$ cat src/sv/ihb_pkg.sv
// Shared types and constants of the Ising heat-bath site update block.
// No dependencies; every other file refers to it by scoped names.
package ihb_pkg;

  // Lattice geometry: SideBits per coordinate, row-major site address.
  localparam int unsigned SideBits = 7;
  localparam int unsigned AddrBits = 2 * SideBits;
  localparam int unsigned Depth    = 1 << AddrBits;

  // Threshold registers.
  localparam int unsigned NumRegs   = 5;
  localparam int unsigned ProbBits  = 17;
  localparam int unsigned RegIdxBits = 3;
  localparam int unsigned PaddrBits = 5;
  localparam int unsigned DataBits  = 32;
  localparam logic [ProbBits-1:0] ProbReset = 17'd32768;

  // Operation codes; the unused code behaves as a read.
  localparam logic [1:0] OpWrite  = 2'd0;
  localparam logic [1:0] OpUpdate = 2'd1;
  localparam logic [1:0] OpRead   = 2'd2;

  typedef logic [SideBits-1:0] coord_t;
  typedef logic [AddrBits-1:0] site_addr_t;
  typedef logic [NumRegs-1:0][ProbBits-1:0] prob_array_t;

  // Request to the single-port lattice RAM.
  typedef struct packed {
    logic       we;
    logic       re;
    site_addr_t addr;
    logic       wdata;
  } mem_req_t;

endpackage

$ cat src/sv/ihb_regs.sv
// APB-style register file holding the five heat-bath thresholds.
// Depends on ihb_pkg for widths, reset value and the threshold array type.
module ihb_regs (
  input  logic                            clk_i,
  input  logic                            rst_ni,
  input  logic                            psel,
  input  logic                            penable,
  input  logic                            pwrite,
  input  logic [ihb_pkg::PaddrBits-1:0]   paddr,
  input  logic [ihb_pkg::DataBits-1:0]    pwdata,
  output logic [ihb_pkg::DataBits-1:0]    prdata,
  output logic                            pready,
  output ihb_pkg::prob_array_t            prob_o
);

  ihb_pkg::prob_array_t prob_q;
  logic [ihb_pkg::RegIdxBits-1:0] idx;
  logic wr_en;

  assign idx   = paddr[ihb_pkg::PaddrBits-1:2];
  assign wr_en = psel & penable & pwrite;

  always_ff @(posedge clk_i or negedge rst_ni) begin
    if (!rst_ni) begin
      for (int i = 0; i < ihb_pkg::NumRegs; i++) begin
        prob_q[i] <= ihb_pkg::ProbReset;
      end
    end else if (wr_en && (idx < ihb_pkg::RegIdxBits'(ihb_pkg::NumRegs))) begin
      prob_q[idx] <= pwdata[ihb_pkg::ProbBits-1:0];
    end
  end

  always_comb begin
    prdata = '0;
    if (idx < ihb_pkg::RegIdxBits'(ihb_pkg::NumRegs)) begin
      prdata = ihb_pkg::DataBits'(prob_q[idx]);
    end
  end

  assign pready = 1'b1;
  assign prob_o = prob_q;

endmodule

$ cat config.mk
export PLATFORM = sky130hd
export DESIGN_NAME = ihb_regs
export DESIGN_NICKNAME = d
export VERILOG_FILES = /design/src/sv/ihb_pkg.sv /design/src/sv/ihb_regs.sv
export SDC_FILE = /design/constraint.sdc
export NUM_CORES = 1
export LEC_CHECK = 0
export ABC_AREA = 1
export BUFFER_PORTS_ARGS = -buffer_cell sky130_fd_sc_hd__buf_2
export CAP_MARGIN = 20
export CORE_MARGIN = 8
export CORE_UTILIZATION = 45
export DETAILED_ROUTE_END_ITERATION = 7
export PLACE_DENSITY = 0.82
export SYNTH_ARGS = -nofsm -noshare
export SYNTH_HDL_FRONTEND = slang
export SYNTH_SLANG_ARGS = --single-unit
$ cat constraint.sdc
create_clock -name clk_i -period 1.8 [get_ports clk_i]
set_input_delay 0.09 -clock clk_i [delete_from_list [all_inputs] [get_ports clk_i]]
set_output_delay 0.09 -clock clk_i [all_outputs]
set_load 0.01 [all_outputs]
After elaboration in Yosys (flattened, before gate mapping)

Index checks and enable logic that the tools add are counted.

Register bits: 85
Bits of input ports: 42
Output and inout bits: 118
Logic and storage cells: 18

Magnitude comparators: 3
Mux-type cells: 6
Bitwise operators: 2
Reduce and logical (&&, ||, !) cells: 2

Operators with widths:

| cell                 | count |
|---|---|
| $bwmux W85           | 1 |
| $bmux W17 S3         | 1 |
| $demux W17 S3        | 1 |
| $mux W17             | 3 |
| $lt A3 B4 Y1 const B | 1 |
| $ge A3 B1 Y1 const B | 1 |
| $lt A3 B3 Y1 const B | 1 |
| $and A1 B1 Y1        | 2 |
| $logic_and A1 B1 Y1  | 2 |

Logic depth before layout (Yosys ltp)

Depth in word-level cells: 5
Depth in mapped cells: 8

Worst setup path after synthesis

No wires, ideal clock.

Path kind: in2reg
Start: in paddr[3] (netlist bit)
End: reg prob_q (netlist bit prob_o[17])
Setup time: 117 ps
Arrival: 900 ps
Required time: 1683 ps
Path slack: 784 ps
Stages: 7
Path buffers: 3
Path through: buf_6 nor2_4 buf_4 nand3_4 buf_2 nand2_1 nand2_1

Longest elaborated chain between the ends: 5
Elaborated cells between the ends (all ways): 8
Classes of those cells: order compare (3); mux (3); reduce/logical (2)

RTL lines:

| element                                                                   | RTL line       | text |
|---|---|---|
| start, declared                                                           | ihb_regs.sv:9  | `input logic [ihb_pkg::PaddrBits-1:0] paddr,` |
| $lt A3 B4 Y1 (implied by the code) / $ge A3 B1 Y1 (equally long branches) | ihb_regs.sv:29 | `prob_q[idx] <= pwdata[ihb_pkg::ProbBits-1:0];` |
| $logic_and A1 B1 Y1 (implied by the code)                                 | ihb_regs.sv:29 |  |
| $mux W17 (implied by the code)                                            | ihb_regs.sv:29 |  |
| $demux W17 S3                                                             | ihb_regs.sv:29 |  |
| $bwmux W85                                                                | ihb_regs.sv:29 |  |
| end signal, assigned by index                                             | ihb_regs.sv:26 | `prob_q[i] <= ihb_pkg::ProbReset;` |
| end signal, assigned by index                                             | ihb_regs.sv:29 |  |
| end, declared                                                             | ihb_regs.sv:16 | `ihb_pkg::prob_array_t prob_q;` |

Several ways; a longest one is shown, not always the timed one.
A chain may end at the register's enable or synchronous reset.

Final worst setup path

Start: in paddr[2] (netlist bit)
End: out prdata[12] (netlist bit)

Longest elaborated chain between the ends: 3
Elaborated cells between the ends (all ways): 4
Classes of those cells: order compare (1); mux (3)

RTL lines:

| element                        | RTL line       | text |
|---|---|---|
| $bmux W17 S3                   | ihb_regs.sv:36 | `prdata = ihb_pkg::DataBits'(prob_q[idx]);` |
| $mux W17 (implied by the code) | ihb_regs.sv:36 |  |
| $mux W17 *                     | ihb_regs.sv:35 | `if (idx < ihb_pkg::RegIdxBits'(ihb_pkg::NumRegs)) begin` |
| end, declared                  | ihb_regs.sv:11 | `output logic [ihb_pkg::DataBits-1:0] prdata,` |

Every way passes the cells marked *; elsewhere a longest branch is shown, timed or not. The select of a mux whose other input is x is not followed.

==> results.sh <==
export IMPL_synthCells=622
export IMPL_cp_end_kind="output pin"
export IMPL_ys_warn_count=0
export IMPL_drive_above_1_share=0.239
export IMPL_synth_top_family_by_area="simple AND/OR/NAND/NOR gates"
export IMPL_synthTopCellsByArea="dfrtp_1, nand2_1, inv_1"
export IMPL_dpl_cell_area_um2=5240
export IMPL_h_tree_depth=3
export IMPL_setup_tns_ns=0
export IMPL_fillers=940
export IMPL_fin_util=0.560
export IMPL_synth_seq_cells=85
export IMPL_grt_ovfl_total=0
export IMPL_power_leakage_uw=0.00324
export IMPL_dr_wl_met3_um=1280
export IMPL_io_buffer_count=126
export IMPL_rsz0062_at_grt="no"
export IMPL_synth_simple_area_share=0.375
export IMPL_wl_met2_um=6330
export IMPL_period_minus_slack_ns=1.54
export IMPL_setup_viol=0
export IMPL_yosys_area_share_xor_xnor=0
export IMPL_crit_buf_inv=4
export IMPL_die_y_um=116
export IMPL_avgRoutedWirePerCell_um=15.4
export IMPL_vias=4272
export IMPL_cpMaxStageDelayCell="nand3_2"
export IMPL_insertedDiodeCount=0
export IMPL_core_um2=9730
export IMPL_clk_pin_slew_ns=0.08
export IMPL_avgSynthCellArea_um2=7.24
export IMPL_synthMuxAreaShare=0
export IMPL_synthAdderAreaFrac=0
export IMPL_period_share=0.853
export IMPL_worst_ep_required_time_ns=1.71
export IMPL_place_hpwl_um=9720
export IMPL_max_slew_margin_rel=0.641
export IMPL_setup_slack_ns=0.265
export IMPL_finalNetCount=795
export IMPL_slew_violations=0
export IMPL_drtPass1Iterations=5
export IMPL_switchingPower_uw=1840
export IMPL_critPathLaunchType="input port"
export IMPL_max_vdd_ir_drop_mv=0.515
export IMPL_cts_tree="built"
export IMPL_dr_max_layer_used="met4"
export IMPL_yosysTopAreaCell="dfrtp_1"
export IMPL_place_ws_ns=0.195
export IMPL_cts_path_max_buffers=2
export IMPL_mostFrequentLayoutCells="nand2_1, buf_2, dfrtp_1"
export IMPL_antenna_found_initial=0
export IMPL_synth_compound_area_share=0.0189
export IMPL_synth_cell_types=21
export IMPL_outcome="completed"
export IMPL_ctsRootBufferMaster="clkbuf_8"
export IMPL_max_freq_mhz=651
export IMPL_pin_count=160
export IMPL_synthArstFlopShare=1.00
export IMPL_cts_sinks=85
export IMPL_crit_family="buffers and inverters"
export IMPL_viasPerCell=4.79
export IMPL_grt_pass1_vias=4101
export IMPL_met1Wirelength_um=5960
export IMPL_arrival_ns=1.45
export IMPL_ant_nets=0
export IMPL_placementRows=36
export IMPL_path_max_fanout=22
export IMPL_clkPwrFrac=0.239
export IMPL_die_width_um=116
export IMPL_synth_main_ff_cell="dfrtp_1"
export IMPL_design_area_um2=5450
export IMPL_drt_initial_drc_count=258
export IMPL_globalplace_congestion=0.806
export IMPL_start_util=0.463
export IMPL_synth_top_area_frac=0.445
export IMPL_syn_area_um2=4500
export IMPL_place_inst=872
export IMPL_maxCapViolations=0
export IMPL_p_per_area_nw_per_um2=975
export IMPL_regToRegSetupSlack_ns=1.04
export IMPL_dieArea_um2=13500
export IMPL_grt_total_usage=0.209
export IMPL_critPathKind="input port to output pin"
export IMPL_p_comb_frac=0.277
export IMPL_grt_max_degree=36
export IMPL_p_seq_frac=0.484
export IMPL_slowest_delay_ns=0.29
export IMPL_worst_pin_slew_ns=0.538
export IMPL_swShare=0.347
export IMPL_crit_chain="buf_2 -> inv_4 -> nand3_2 -> buf_4 -> nor2_1 -> nor2_1 -> nand2_1 -> buf_2"
export IMPL_largest_register_ff_count=85
export IMPL_ys_seq_area_frac=0.474
export IMPL_hold_viol=0
export IMPL_clock_latency_ns=0.34
export IMPL_totalWireLength_um=13800
export IMPL_grt_first_pass_wirelength_um=21600
export IMPL_cts_inserted_buffers=9
export IMPL_synth_edff_count=0
export IMPL_intPower_uw=3470
export IMPL_drc=0
export IMPL_area_growth_pct=21.0
export IMPL_hold_class="input port to flop"
export IMPL_stdcell_count=891
export IMPL_layout_commonest_cell="nand2_1"
export IMPL_fin_skew_ns=0
worst reg2reg max path, cell delays in order (launching register included):
cell     delay (ns)
dfstp_2        0.53
inv_1          0.05
o21ai_1        0.12
through the flow:
stage	hold slack (ns)	total power [uW]
final	0.0101	5310
after global routing	0.0101	5660
after CTS	0.00325	5340
after detailed placement	0.0794	4080
after global placement	0.0758	4040
after floorplan	-0.206	3370
cells in the mapped netlist, types with 3 or more instances:
library cell and count:
buf_6 4, nand3_1 36, nand3_2 5, dfrtp_1 80
clkbuf_1 3, buf_2 13, o21ai_0 6, buf_4 22
nand4_1 13, nand2_1 301, nor2_1 31, nor2_4 6
dfstp_2 5, o21ai_1 11, inv_1 77
metal layers:
metal | up-vias | global-route usage
met5 | - | 0
met4 | 0 | 0.0536
met3 | 15 | 0.0584
met2 | 163 | 0.333
met1 | 1996 | 0.272
li1 | 2098 | -
final cells by class:
cell class                      instances  area (um2)  share of cell area
Timing Repair Buffer                  148         831               0.153
Clock inverter                          1        5.00            0.000919
Sequential cell                        85        2130               0.392
Inverter                               80         303              0.0556
Tap cell                              133         166              0.0306
Multi-Input combinational cell        429        1830               0.336
Clock buffer                           15         176              0.0324
power groups by stage:
stage          Clock (uW)  Combinational, uW  Sequential (uW)
2_1_floorplan           0                621             2750
3_3_place_gp            0               1460             2580
3_5_place_dp            0               1480             2600
4_1_cts              1290               1490             2560
5_1_grt              1380               1660             2620
6_report             1270               1470             2570
cells by family after synthesis:
logic type | count (synthesis)
flip-flops | 85
AO/OA/AOI/OAI | 17
other | 2
buffers and inverters | 122
AND/OR/NAND/NOR | 396
path summary, 6_finish.rpt:
check | startpoint | endpoint | cells past startpoint
max | paddr[2] | prdata[12] | 8
min in group asynchronous | rst_ni | prob_o[54] | 2
min reg2reg | prob_o[49] | prob_o[49] | 2
min | pwdata[6] | prob_o[40] | 3
max in group asynchronous | rst_ni | prob_o[15] | 3
max reg2reg | prob_o[66] | prob_o[66] | 2
what timing repair did:
action / CTS / global route
buffers inserted: 0 / 0
hold buffers: 3 / 0
resized for setup: 0 / 0
endpoints found under the hold margin: 41 / 0
(Power assumes the default switching activity.)
